--- src/hdl/tlvd_pkg.sv ---
// shared types, constants and the crc-16 byte update for the tlv deframer
// no dependencies; used by every module of the block
package tlvd_pkg;

	// frame limits and widths
	localparam int MAX_LEN  = 64;
	localparam int LEN_W    = $clog2(MAX_LEN + 1);
	localparam int IDX_W    = $clog2(MAX_LEN);
	localparam int BANKS    = 2;
	localparam int MEM_AW   = IDX_W + $clog2(BANKS);
	localparam int MEM_DEPTH = MAX_LEN * BANKS;

	// event queue between front and back
	localparam int QDEPTH   = 2;
	localparam int QPTR_W   = $clog2(QDEPTH);
	localparam int QCNT_W   = $clog2(QDEPTH + 1);

	// configuration port
	localparam int CFG_IDX_W  = 2;
	localparam int CFG_DATA_W = 16;
	localparam logic [CFG_IDX_W-1:0] CFG_SOF_FIRST  = 2'd0;
	localparam logic [CFG_IDX_W-1:0] CFG_SOF_SECOND = 2'd1;
	localparam logic [CFG_IDX_W-1:0] CFG_CRC_SEED   = 2'd2;

	localparam logic [7:0]  SOF_FIRST_RST  = 8'hAA;
	localparam logic [7:0]  SOF_SECOND_RST = 8'h55;
	localparam logic [15:0] CRC_SEED_RST   = 16'hFFFF;

	// crc-16 with polynomial 0x1021, msb first
	localparam logic [15:0] CRC_POLY = 16'h1021;
	localparam logic [15:0] CRC_MSB  = 16'h8000;

	typedef enum logic [1:0] {
		ST_GOOD    = 2'd0,
		ST_BAD_LEN = 2'd1,
		ST_BAD_CRC = 2'd2
	} status_t;

	// one classified frame outcome
	typedef struct packed {
		status_t          status;
		logic [7:0]       frame_type;
		logic [LEN_W-1:0] frame_length;
		logic [15:0]      error_value;
		logic             bank;
	} evt_t;

	// payload memory write from the front
	typedef struct packed {
		logic              we;
		logic [MEM_AW-1:0] addr;
		logic [7:0]        data;
	} mem_wr_t;

	// back tells the front a payload bank is free again
	typedef struct packed {
		logic valid;
		logic bank;
	} bank_rel_t;

	function automatic logic [15:0] crc16_byte(input logic [15:0] crc, input logic [7:0] b);
		logic [15:0] c;
		c = crc ^ {b, 8'h00};
		for (int k = 0; k < 8; k++) begin
			if ((c & CRC_MSB) != 16'h0000) begin
				c = {c[14:0], 1'b0} ^ CRC_POLY;
			end else begin
				c = {c[14:0], 1'b0};
			end
		end
		return c;
	endfunction

endpackage

--- src/hdl/tlvd_queue.sv ---
// two-entry event queue between the parsing front and the readout back
// depends on tlvd_pkg
module tlvd_queue
	import tlvd_pkg::*;
(
	input  logic clk,
	input  logic arst_n,
	input  logic push,
	input  evt_t push_data,
	input  logic pop,
	output evt_t head,
	output logic empty,
	output logic full
);

	evt_t              entry_q [QDEPTH];
	logic [QPTR_W-1:0] wr_ptr_q;
	logic [QPTR_W-1:0] rd_ptr_q;
	logic [QCNT_W-1:0] count_q;

	assign empty = (count_q == '0);
	assign full  = (count_q == QCNT_W'(QDEPTH));
	assign head  = entry_q[rd_ptr_q];

	// entry storage
	always_ff @(posedge clk) begin
		if (push) begin
			entry_q[wr_ptr_q] <= push_data;
		end
	end

	// pointers and fill count
	always_ff @(posedge clk or negedge arst_n) begin
		if (!arst_n) begin
			wr_ptr_q <= '0;
			rd_ptr_q <= '0;
			count_q  <= '0;
		end else begin
			if (push) begin
				wr_ptr_q <= wr_ptr_q + QPTR_W'(1);
			end
			if (pop) begin
				rd_ptr_q <= rd_ptr_q + QPTR_W'(1);
			end
			if (push && !pop) begin
				count_q <= count_q + QCNT_W'(1);
			end else if (pop && !push) begin
				count_q <= count_q - QCNT_W'(1);
			end
		end
	end

endmodule

--- src/hdl/tlvd_front.sv ---
// byte parser: start-byte hunt, header, payload capture, crc check, config registers
// depends on tlvd_pkg; feeds tlvd_queue and the payload memory in tlvd_back
module tlvd_front
	import tlvd_pkg::*;
(
	input  logic                  clk,
	input  logic                  arst_n,
	input  logic                  in_valid,
	output logic                  in_stall,
	input  logic [7:0]            rx_byte,
	input  logic                  cfg_we,
	input  logic [CFG_IDX_W-1:0]  cfg_index,
	input  logic [CFG_DATA_W-1:0] cfg_wdata,
	input  logic                  q_full,
	output logic                  q_push,
	output evt_t                  q_data,
	output mem_wr_t               mem_wr,
	input  bank_rel_t             bank_rel
);

	typedef enum logic [2:0] {
		PH_HUNT1,
		PH_HUNT2,
		PH_TYPE,
		PH_LEN_LO,
		PH_LEN_HI,
		PH_DATA,
		PH_CRC_LO,
		PH_CRC_HI
	} phase_t;

	phase_t           phase_q;
	logic [7:0]       sof_first_q;
	logic [7:0]       sof_second_q;
	logic [15:0]      crc_seed_q;
	logic [7:0]       type_q;
	logic [7:0]       len_lo_q;
	logic [LEN_W-1:0] len_q;
	logic [LEN_W-1:0] cnt_q;
	logic [7:0]       crc_lo_q;
	logic [15:0]      crc_q;
	logic             wr_bank_q;
	logic [BANKS-1:0] bank_busy_q;

	logic        accept;
	logic [15:0] crc_in;
	logic [15:0] crc_next;
	logic [15:0] len_full;
	logic [15:0] crc_rcv;
	logic        len_bad;
	logic [LEN_W-1:0] cnt_next;
	logic [BANKS-1:0] busy_set;
	logic [BANKS-1:0] busy_clr;

	// crc runs from the seed on the type byte, then from the running value
	assign crc_in   = (phase_q == PH_TYPE) ? crc_seed_q : crc_q;
	assign crc_next = crc16_byte(crc_in, rx_byte);
	assign len_full = {rx_byte, len_lo_q};
	assign crc_rcv  = {rx_byte, crc_lo_q};
	assign len_bad  = (len_full > 16'(MAX_LEN));
	assign cnt_next = cnt_q + LEN_W'(1);

	// hold off where an event cannot be queued or the payload bank is still read out
	assign in_stall = (q_full && (phase_q == PH_LEN_HI || phase_q == PH_CRC_HI))
		|| (phase_q == PH_DATA && bank_busy_q[wr_bank_q]);
	assign accept = in_valid && !in_stall;

	// a good frame with payload claims its bank, the back frees it after readout
	assign busy_set = (accept && phase_q == PH_CRC_HI && crc_rcv == crc_q && len_q != '0)
		? (BANKS'(1) << wr_bank_q) : '0;
	assign busy_clr = bank_rel.valid ? (BANKS'(1) << bank_rel.bank) : '0;

	// payload capture into the current bank
	assign mem_wr.we   = accept && (phase_q == PH_DATA);
	assign mem_wr.addr = {wr_bank_q, cnt_q[IDX_W-1:0]};
	assign mem_wr.data = rx_byte;

	// frame outcome towards the back
	always_comb begin
		q_push = 1'b0;
		q_data = '{status: ST_GOOD, frame_type: 8'h00, frame_length: '0,
			error_value: 16'h0000, bank: wr_bank_q};
		if (accept && phase_q == PH_LEN_HI && len_bad) begin
			q_push = 1'b1;
			q_data.status      = ST_BAD_LEN;
			q_data.error_value = len_full;
		end else if (accept && phase_q == PH_CRC_HI) begin
			q_push = 1'b1;
			if (crc_rcv == crc_q) begin
				q_data.frame_type   = type_q;
				q_data.frame_length = len_q;
			end else begin
				q_data.status      = ST_BAD_CRC;
				q_data.error_value = crc_rcv;
			end
		end
	end

	// parser state, config registers and bank bookkeeping
	always_ff @(posedge clk or negedge arst_n) begin
		if (!arst_n) begin
			phase_q      <= PH_HUNT1;
			sof_first_q  <= SOF_FIRST_RST;
			sof_second_q <= SOF_SECOND_RST;
			crc_seed_q   <= CRC_SEED_RST;
			type_q       <= 8'h00;
			len_lo_q     <= 8'h00;
			len_q        <= '0;
			cnt_q        <= '0;
			crc_lo_q     <= 8'h00;
			crc_q        <= 16'h0000;
			wr_bank_q    <= 1'b0;
			bank_busy_q  <= '0;
		end else begin
			if (cfg_we) begin
				unique case (cfg_index)
					CFG_SOF_FIRST:  sof_first_q  <= cfg_wdata[7:0];
					CFG_SOF_SECOND: sof_second_q <= cfg_wdata[7:0];
					CFG_CRC_SEED:   crc_seed_q   <= cfg_wdata;
					default: ;
				endcase
			end

			bank_busy_q <= (bank_busy_q & ~busy_clr) | busy_set;

			if (accept) begin
				unique case (phase_q)
					PH_HUNT1: begin
						if (rx_byte == sof_first_q) phase_q <= PH_HUNT2;
					end
					PH_HUNT2: begin
						// second start byte wins when both start bytes are equal
						if (rx_byte == sof_second_q) phase_q <= PH_TYPE;
						else if (rx_byte == sof_first_q) phase_q <= PH_HUNT2;
						else phase_q <= PH_HUNT1;
					end
					PH_TYPE: begin
						type_q  <= rx_byte;
						crc_q   <= crc_next;
						phase_q <= PH_LEN_LO;
					end
					PH_LEN_LO: begin
						len_lo_q <= rx_byte;
						crc_q    <= crc_next;
						phase_q  <= PH_LEN_HI;
					end
					PH_LEN_HI: begin
						crc_q <= crc_next;
						len_q <= len_full[LEN_W-1:0];
						cnt_q <= '0;
						if (len_bad) phase_q <= PH_HUNT1;
						else if (len_full == 16'h0000) phase_q <= PH_CRC_LO;
						else phase_q <= PH_DATA;
					end
					PH_DATA: begin
						crc_q <= crc_next;
						cnt_q <= cnt_next;
						if (cnt_next >= len_q) phase_q <= PH_CRC_LO;
					end
					PH_CRC_LO: begin
						crc_lo_q <= rx_byte;
						phase_q  <= PH_CRC_HI;
					end
					PH_CRC_HI: begin
						// a good frame with payload hands its bank to the back
						if (crc_rcv == crc_q && len_q != '0) begin
							wr_bank_q <= ~wr_bank_q;
						end
						phase_q <= PH_HUNT1;
					end
					default: phase_q <= PH_HUNT1;
				endcase
			end
		end
	end

endmodule

--- src/hdl/tlvd_back.sv ---
// readout side: payload memory, event execution and the result output register
// depends on tlvd_pkg; takes events from tlvd_queue and writes from tlvd_front
module tlvd_back
	import tlvd_pkg::*;
(
	input  logic             clk,
	input  logic             arst_n,
	input  mem_wr_t          mem_wr,
	input  evt_t             q_head,
	input  logic             q_empty,
	output logic             q_pop,
	output bank_rel_t        bank_rel,
	output logic             out_valid,
	input  logic             out_stall,
	output logic [1:0]       status,
	output logic [7:0]       frame_type,
	output logic [LEN_W-1:0] frame_length,
	output logic [IDX_W-1:0] byte_index,
	output logic [7:0]       data_byte,
	output logic             has_data,
	output logic [15:0]      error_value,
	output logic             last
);

	typedef enum logic {
		BK_IDLE,
		BK_READ
	} bk_state_t;

	logic [7:0]       mem [MEM_DEPTH];
	logic [7:0]       rd_data_q;

	bk_state_t        state_q;
	evt_t             cur_q;
	logic [IDX_W-1:0] idx_q;

	logic             can_load;
	logic             head_payload;
	logic             read_last;
	logic             rd_en;
	logic [MEM_AW-1:0] rd_addr;
	logic             load_out;

	assign can_load     = !out_valid || !out_stall;
	assign head_payload = (q_head.status == ST_GOOD) && (q_head.frame_length != '0);
	assign q_pop        = (state_q == BK_IDLE) && !q_empty && (head_payload || can_load);
	assign read_last    = ({1'b0, idx_q} + LEN_W'(1)) == cur_q.frame_length;

	// a new result enters the output register
	assign load_out = (state_q == BK_IDLE && q_pop && !head_payload)
		|| (state_q == BK_READ && can_load);

	// read of the first byte on pop, then the next byte as each one is delivered
	assign rd_en = (q_pop && head_payload)
		|| (state_q == BK_READ && can_load && !read_last);
	assign rd_addr = (state_q == BK_IDLE) ? {q_head.bank, {IDX_W{1'b0}}}
		: {cur_q.bank, idx_q + IDX_W'(1)};

	assign bank_rel.valid = (state_q == BK_READ) && can_load && read_last;
	assign bank_rel.bank  = cur_q.bank;

	// payload memory, two banks of one frame each
	always_ff @(posedge clk) begin
		if (mem_wr.we) begin
			mem[mem_wr.addr] <= mem_wr.data;
		end
		if (rd_en) begin
			rd_data_q <= mem[rd_addr];
		end
	end

	// readout sequencer and output register
	always_ff @(posedge clk or negedge arst_n) begin
		if (!arst_n) begin
			state_q      <= BK_IDLE;
			cur_q        <= '0;
			idx_q        <= '0;
			out_valid    <= 1'b0;
			status       <= ST_GOOD;
			frame_type   <= 8'h00;
			frame_length <= '0;
			byte_index   <= '0;
			data_byte    <= 8'h00;
			has_data     <= 1'b0;
			error_value  <= 16'h0000;
			last         <= 1'b0;
		end else begin
			// output register holds until its transfer
			if (load_out) begin
				out_valid <= 1'b1;
			end else if (!out_stall) begin
				out_valid <= 1'b0;
			end
			unique case (state_q)
				BK_IDLE: begin
					if (q_pop) begin
						if (head_payload) begin
							cur_q   <= q_head;
							idx_q   <= '0;
							state_q <= BK_READ;
						end else begin
							// error or empty frame: a single result
							status       <= q_head.status;
							frame_type   <= q_head.frame_type;
							frame_length <= '0;
							byte_index   <= '0;
							data_byte    <= 8'h00;
							has_data     <= 1'b0;
							error_value  <= q_head.error_value;
							last         <= 1'b1;
						end
					end
				end
				BK_READ: begin
					if (can_load) begin
						status       <= ST_GOOD;
						frame_type   <= cur_q.frame_type;
						frame_length <= cur_q.frame_length;
						byte_index   <= idx_q;
						data_byte    <= rd_data_q;
						has_data     <= 1'b1;
						error_value  <= 16'h0000;
						last         <= read_last;
						if (read_last) begin
							state_q <= BK_IDLE;
						end else begin
							idx_q <= idx_q + IDX_W'(1);
						end
					end
				end
				default: state_q <= BK_IDLE;
			endcase
		end
	end

endmodule

--- src/hdl/tlv_frame_deframer_crc16_core.sv ---
// Byte-serial deframer for start-of-frame TLV frames with a CRC-16 check (poly 0x1021,
// msb first, seeded from crc_seed over type, length and payload). One byte is taken per
// cycle while in_stall is low. A good frame of N payload bytes is delivered as N results
// at one per cycle while out_stall is low, paced by the single read port of the payload
// memory; error and empty frames give one result. Two payload banks let the next frame
// be received while the previous one is read out; in_stall rises during payload bytes
// while the bank to be written is still read out, and on the last length or CRC byte when
// the two-entry event queue is full. Configuration must be written only while the block
// is idle; this is not enforced. depends on tlvd_pkg, tlvd_front, tlvd_queue, tlvd_back
module tlv_frame_deframer_crc16_core
	import tlvd_pkg::*;
(
	input  logic                  clk,
	input  logic                  arst_n,
	input  logic                  in_valid,
	output logic                  in_stall,
	input  logic [7:0]            rx_byte,
	output logic                  out_valid,
	input  logic                  out_stall,
	output logic [1:0]            status,
	output logic [7:0]            frame_type,
	output logic [LEN_W-1:0]      frame_length,
	output logic [IDX_W-1:0]      byte_index,
	output logic [7:0]            data_byte,
	output logic                  has_data,
	output logic [15:0]           error_value,
	output logic                  last,
	input  logic                  cfg_we,
	input  logic [CFG_IDX_W-1:0]  cfg_index,
	input  logic [CFG_DATA_W-1:0] cfg_wdata
);

	logic      q_push;
	logic      q_pop;
	logic      q_full;
	logic      q_empty;
	evt_t      q_data;
	evt_t      q_head;
	mem_wr_t   mem_wr;
	bank_rel_t bank_rel;

	// parsing front
	tlvd_front u_front (
		.clk       (clk),
		.arst_n    (arst_n),
		.in_valid  (in_valid),
		.in_stall  (in_stall),
		.rx_byte   (rx_byte),
		.cfg_we    (cfg_we),
		.cfg_index (cfg_index),
		.cfg_wdata (cfg_wdata),
		.q_full    (q_full),
		.q_push    (q_push),
		.q_data    (q_data),
		.mem_wr    (mem_wr),
		.bank_rel  (bank_rel)
	);

	// event queue
	tlvd_queue u_queue (
		.clk       (clk),
		.arst_n    (arst_n),
		.push      (q_push),
		.push_data (q_data),
		.pop       (q_pop),
		.head      (q_head),
		.empty     (q_empty),
		.full      (q_full)
	);

	// readout back
	tlvd_back u_back (
		.clk          (clk),
		.arst_n       (arst_n),
		.mem_wr       (mem_wr),
		.q_head       (q_head),
		.q_empty      (q_empty),
		.q_pop        (q_pop),
		.bank_rel     (bank_rel),
		.out_valid    (out_valid),
		.out_stall    (out_stall),
		.status       (status),
		.frame_type   (frame_type),
		.frame_length (frame_length),
		.byte_index   (byte_index),
		.data_byte    (data_byte),
		.has_data     (has_data),
		.error_value  (error_value),
		.last         (last)
	);

	// an event is never pushed into a full queue
	a_no_push_full: assert property (@(posedge clk) disable iff (!arst_n)
		!(q_push && q_full))
		else $error("event pushed into full queue");

	// nothing is popped from an empty queue
	a_no_pop_empty: assert property (@(posedge clk) disable iff (!arst_n)
		!(q_pop && q_empty))
		else $error("event popped from empty queue");

	// payload results belong to a good frame and stay inside its length
	a_data_in_frame: assert property (@(posedge clk) disable iff (!arst_n)
		out_valid && has_data |->
			status == ST_GOOD && ({1'b0, byte_index} < frame_length))
		else $error("payload result outside a good frame");

	// a delivered non-final payload byte is followed by the next index of the run
	a_run_order: assert property (@(posedge clk) disable iff (!arst_n)
		out_valid && !out_stall && has_data && !last |=>
			out_valid && has_data && byte_index == $past(byte_index) + IDX_W'(1))
		else $error("payload run broken");

endmodule
--- config.mk ---
export PLATFORM = sky130hd
export DESIGN_NAME = tlv_frame_deframer_crc16_core
export DESIGN_NICKNAME = d
export VERILOG_FILES = /design/src/hdl/tlvd_pkg.sv /design/src/hdl/tlvd_queue.sv /design/src/hdl/tlvd_front.sv /design/src/hdl/tlvd_back.sv /design/src/hdl/tlv_frame_deframer_crc16_core.sv
export SDC_FILE = /design/constraint.sdc
export NUM_CORES = 2
export LEC_CHECK = 0
export ABC_CLOCK_PERIOD_IN_PS = 4300
export BUFFER_PORTS_ARGS = -buffer_cell sky130_fd_sc_hd__buf_2
export CORE_ASPECT_RATIO = 1.4
export CORE_MARGIN = 10
export CORE_UTILIZATION = 60
export CTS_CLUSTER_SIZE = 40
export DETAILED_ROUTE_END_ITERATION = 6
export PLACE_DENSITY = 0.77
export SLEW_MARGIN = 20
export SYNTH_ARGS = -nofsm -noshare
export SYNTH_HDL_FRONTEND = slang
export SYNTH_SLANG_ARGS = --single-unit
--- constraint.sdc ---
create_clock -name clk -period 4.3 [get_ports clk]
set_input_delay 0.645 -clock clk [delete_from_list [all_inputs] [get_ports clk]]
set_output_delay 0.645 -clock clk [all_outputs]
set_load 0.01 [all_outputs]
==> summary.log <==
[power_and_ir_drop] worst vdd ir 0.569 mV
[synthesis] number of synthesis warnings 0
[detailed_routing] DRC viols 2
[synthesis] post-synthesis sequential area ratio 71.3%
[sta] actual slew at the worst max-slew pin 1.14 ns
[sta] count of final setup violators 0
[place] Post-DP Area 54800 sq um
[grt] number of global-route vias before repair 33.9k
[power_and_ir_drop] Seq pwr share 38.2%
[worst_setup_path] required arrival time at the worst endpoint 4.70 ns
[power_and_ir_drop] clock network fraction of design power 26.9%
[sta] Setup WS post-layout 0.0890 ns
[floorplan] IO Pins 82
[cts] clock buffer count from CTS 108
[cts] maximum clock path buffer count 3
[detailed_routing] detailed-route vias per instance 6.89
[synthesis] area share of the largest cell type after synthesis 63.2%
[power_and_ir_drop] combinational power share 34.9%
[floorplan] Die Area 99500 sq um
[detailed_routing] met1 wire length 49700 um
[cts] Clock Sink Count 1269
[cells_and_area] final net count 3718
[place] number of buffers inserted by port buffering 81
[floorplan] Chip Height 369 um
[floorplan] width of the chip 270 um
[place] detailed placement HPWL 94100 um
[synthesis] top post-synthesis cells by area edfxtp_1 63%, dfrtp_1 6.9%, mux2i_1 2.9%, mux2_2 2.8%, o22ai_1 2.0%
[detailed_routing] number of DRC violations after detailed-routing iteration 0 5041
[synthesis] library cells used by synthesis 83
[detailed_routing] wire length on met2 70700 um
[synthesis] flip-flop and latch count after synthesis 1269
[cts] Clock Latency Late Sink 0.71 ns
[cells_and_area] growth of design area from synthesis to finish 12.0%
[grt] global-route wire length before repair 219000 um
[sta] Final TNS setup 0 ns
[floorplan] row count 128
[floorplan] starting density of the core 60.2%
[detailed_routing] via count 34.1k
[grt] grt ovf 0
[worst_setup_path] kind of start point of the critical path flip-flop
[status] run status finished, violations left
[synthesis] Synth Net Count 3562
[sta] worst hold slack -0.00711 ns
[sta] clk_skew 0.0229 ns
[cts] clock tree root buffer cell clkbuf_16
[synthesis] number of flops mapped to enable cells by yosys 1100
[cells_and_area] leading cell type in the layout, fill and taps excluded edfxtp_1
[grt] antenna violations before repair 1
[power_and_ir_drop] P per Cell Area 652 nW/um^2
[worst_setup_path] worst reg2reg path depth 7
[cells_and_area] area of all placed cells without fillers 58600 sq um
[cts] clock tree from TritonCTS built
[synthesis] post-synth top area cell edfxtp_1
[cts] CTS H-Tree Depth 3
[sta] Fmax achieved 0.237 GHz
[worst_setup_path] start-to-end type of the worst setup path flip-flop to flip-flop
[detailed_routing] top metal layer carrying routed signals met5
[synthesis] instance count of the mapped netlist 3521
[sta] RSZ-0062 raised after global routing no
[cells_and_area] antenna fix cells 0
[place] Setup WS pre-CTS 0.560 ns
[sta] final hold violation count 23
[cts] count of buffers added by post-CTS timing repair for setup 0
[worst_setup_path] ordered list of cells on the worst path and3_1, xnor2_4, nand2_4, nor3_1, nor3_1, o21ai_0, nand4_1
[worst_setup_path] Max stage delay on crit path 0.89 ns
[cts] number of gates resized after cts 0
[cells_and_area] share of final-layout standard cells stronger than drive strength 1 18.5%
[power_and_ir_drop] static leakage 20.0 nW
[floorplan] total core area 86800 sq um
[power_and_ir_drop] sw frac 36.4%
[synthesis] mapped cell area 52300 sq um
[run] MaxCap Viol Count 0
[sta] clock period minus worst slack 4.21 ns
[detailed_routing] First-pass DRT Iterations 7
[synthesis] mean area per synthesized cell 14.9 sq um
[synthesis] FFs w/ async S/R, synth 13.3%
[cts] clock edge transition at the registers on the reported setup and hold paths 0.07 ns
[cts] hold buffer count at cts 0
[detailed_routing] Wirelength per Cell 30.1 um
[sta] normalized max-slew margin 23.7%
[cells_and_area] most frequent cells in the layout 1100 x edfxtp_1, 239 x nand2_1, 217 x buf_4
[detailed_routing] DRT antenna net count 0
[status] failing checks design-rule violations, negative hold slack
[worst_setup_path] highest fanout seen on the critical path 20
[power_and_ir_drop] Internal 24.3 mW
[worst_setup_path] endpoint kind of the worst setup timing path flip-flop
[grt] total routing usage reported by global routing 29.3%
[sta] max-slew violations 0
[detailed_routing] met3 wire len 17200 um
[detailed_routing] total wirelength of the detailed-routed design 149000 um
[worst_setup_path] most frequent cell on the critical path nor3_1
[synthesis] Primary FF master, synth edfxtp_1
[grt] maximum number of pins on one net before global-route repair 105
[power_and_ir_drop] net switching power 13.9 mW
[worst_setup_path] endpoint arrival time on the critical path 4.61 ns
[worst_hold_path] worst hold path type input port to asynchronous set/reset pin
[worst_setup_path] Slowest-stage cell, CP o21ai_0
[sta] share of the clock period used by the worst path after layout 97.9%
[place] final estimated routing congestion in global placement 1.03
power groups by stage:
stage / clock, mW / combinational, mW / sequential (mW)
after detailed placement: 0 / 12.8 / 14.8
after floorplan: 0 / 8.21 / 14.5
after global placement: 0 / 12.6 / 14.8
after global routing: 10.8 / 13.9 / 14.6
after CTS: 10.3 / 12.9 / 14.6
final: 10.3 / 13.3 / 14.6
cell usage after synthesis (5+ instances only):
cell type and count:
o2111ai_1 7, a211o_1 9, nor4_1 13, inv_1 16, buf_6 12, xnor2_1 28, a2111oi_0 5, dfrtp_1 145
nand3b_1 6, nand4_1 12, a211oi_1 47, mux2_2 128, buf_2 120, a21oi_1 116, o22ai_1 169, o211ai_1 32
o221ai_1 75, ha_1 10, a22o_1 36, a31oi_1 29, a21o_1 5, nand2_1 240, a22oi_1 15, xor2_1 46
buf_1 18, dfstp_2 24, and2_1 27, and3_1 21, o21ai_0 177, nor2_1 209, a311oi_1 7, o21ai_1 7
mux2i_1 151, mux4_2 28, clkbuf_1 72, o31ai_1 23, nor3_1 57, nand2b_1 7, a221oi_1 59, edfxtp_1 1100
nor2b_1 10, nand3_1 72, buf_4 38, or3_1 12, a221o_1 10
sequential cells by signal, indices dropped and copies added (netlist names), 2 cells and up:
name and flops:
u_front.sof_first_q 8, u_front.crc_seed_q 16, u_back.rd_data_q 8, u_front.type_q 8
u_back.mem 1024, u_front.cnt_q 7, u_back.frame_type 8, u_front.len_lo_q 8
u_front.bank_busy_q 2, u_front.sof_second_q 8, u_back.data_byte 8, u_front.crc_lo_q 8
u_back.idx_q 6, u_back.error_value 16, u_queue.count_q 2, u_back.status 2
u_queue.entry_q 68, u_back.byte_index 6, u_front.len_q 7, u_back.frame_length 7
u_front.crc_q 16, u_front.phase_q 3, u_back.cur_q 15
cell families (layout without fill, tap and decap cells):
kind of cell | count (synthesis) | in the layout | share of synthesized area [%]
flip-flops | 1269 | 1269 | 71.3
XOR/XNOR | 79 | 79 | 1.46
AND/OR/NAND/NOR | 707 | 707 | 6.14
buffers and inverters | 279 | 528 | 2.73
multiplexers | 309 | 309 | 6.90
AO/OA/AOI/OAI | 868 | 868 | 11.2
adder cells (fa/ha/maj) | 10 | 10 | 0.239
worst max-delay path: cells and delay by family, from the launching register on:
family | cells | cell delay, ns
AND/OR/NAND/NOR | 5 | 1.64
XOR/XNOR | 1 | 0.76
flip-flops | 1 | 0.60
AO/OA/AOI/OAI | 1 | 0.89
final cells by class:
type	count	area, sq um
sequential	1269	37300
fill	5801	28200
multi-input combinational	1973	13700
clock buffer	144	3020
timing repair buffer	306	2320
tap	1170	1460
clock inverter	59	747
inverter	19	76.3
routing by layer:
metal  track usage, %  vias up
met3             6.41      589
met4             19.7        2
met1             35.4    16700
met2             47.2     2598
li1                 -    14100
met5                0        -
path summary, 6_finish.rpt:
| path | to | slack (ns) | start |
|---|---|---|---|
| min in group clk | u_front.crc_seed_q[12]$_DFFE_PN1P_ | 0.17 | cfg_wdata[12] |
| worst max register to register | u_back.rd_data_q[3]$_DFFE_PP_ | 0.09 | u_back.idx_q[2]$_DFFE_PN0P_ |
| worst max-delay path | u_back.rd_data_q[3]$_DFFE_PP_ | 0.09 | u_back.idx_q[2]$_DFFE_PN0P_ |
| worst min register to register | u_back.frame_type[4]$_DFFE_PN0P_ | 0.48 | u_back.frame_type[4]$_DFFE_PN0P_ |
| worst min-delay path | u_back.error_value[10]$_DFFE_PN0P_ | -0.007 | arst_n |
| max in group asynchronous | u_front.sof_first_q[1]$_DFFE_PN1P_ | 3.30 | arst_n |
metrics by stage:
stage,util (%),instances,power [mW]
after floorplan,-,3521,22.8
after CTS,67.5,4940,37.7
after detailed placement,63.1,4737,27.6
after global placement,63.1,4737,27.4
final,67.5,4940,38.2
after global routing,67.5,4940,39.2
(Power assumes the default switching activity.)
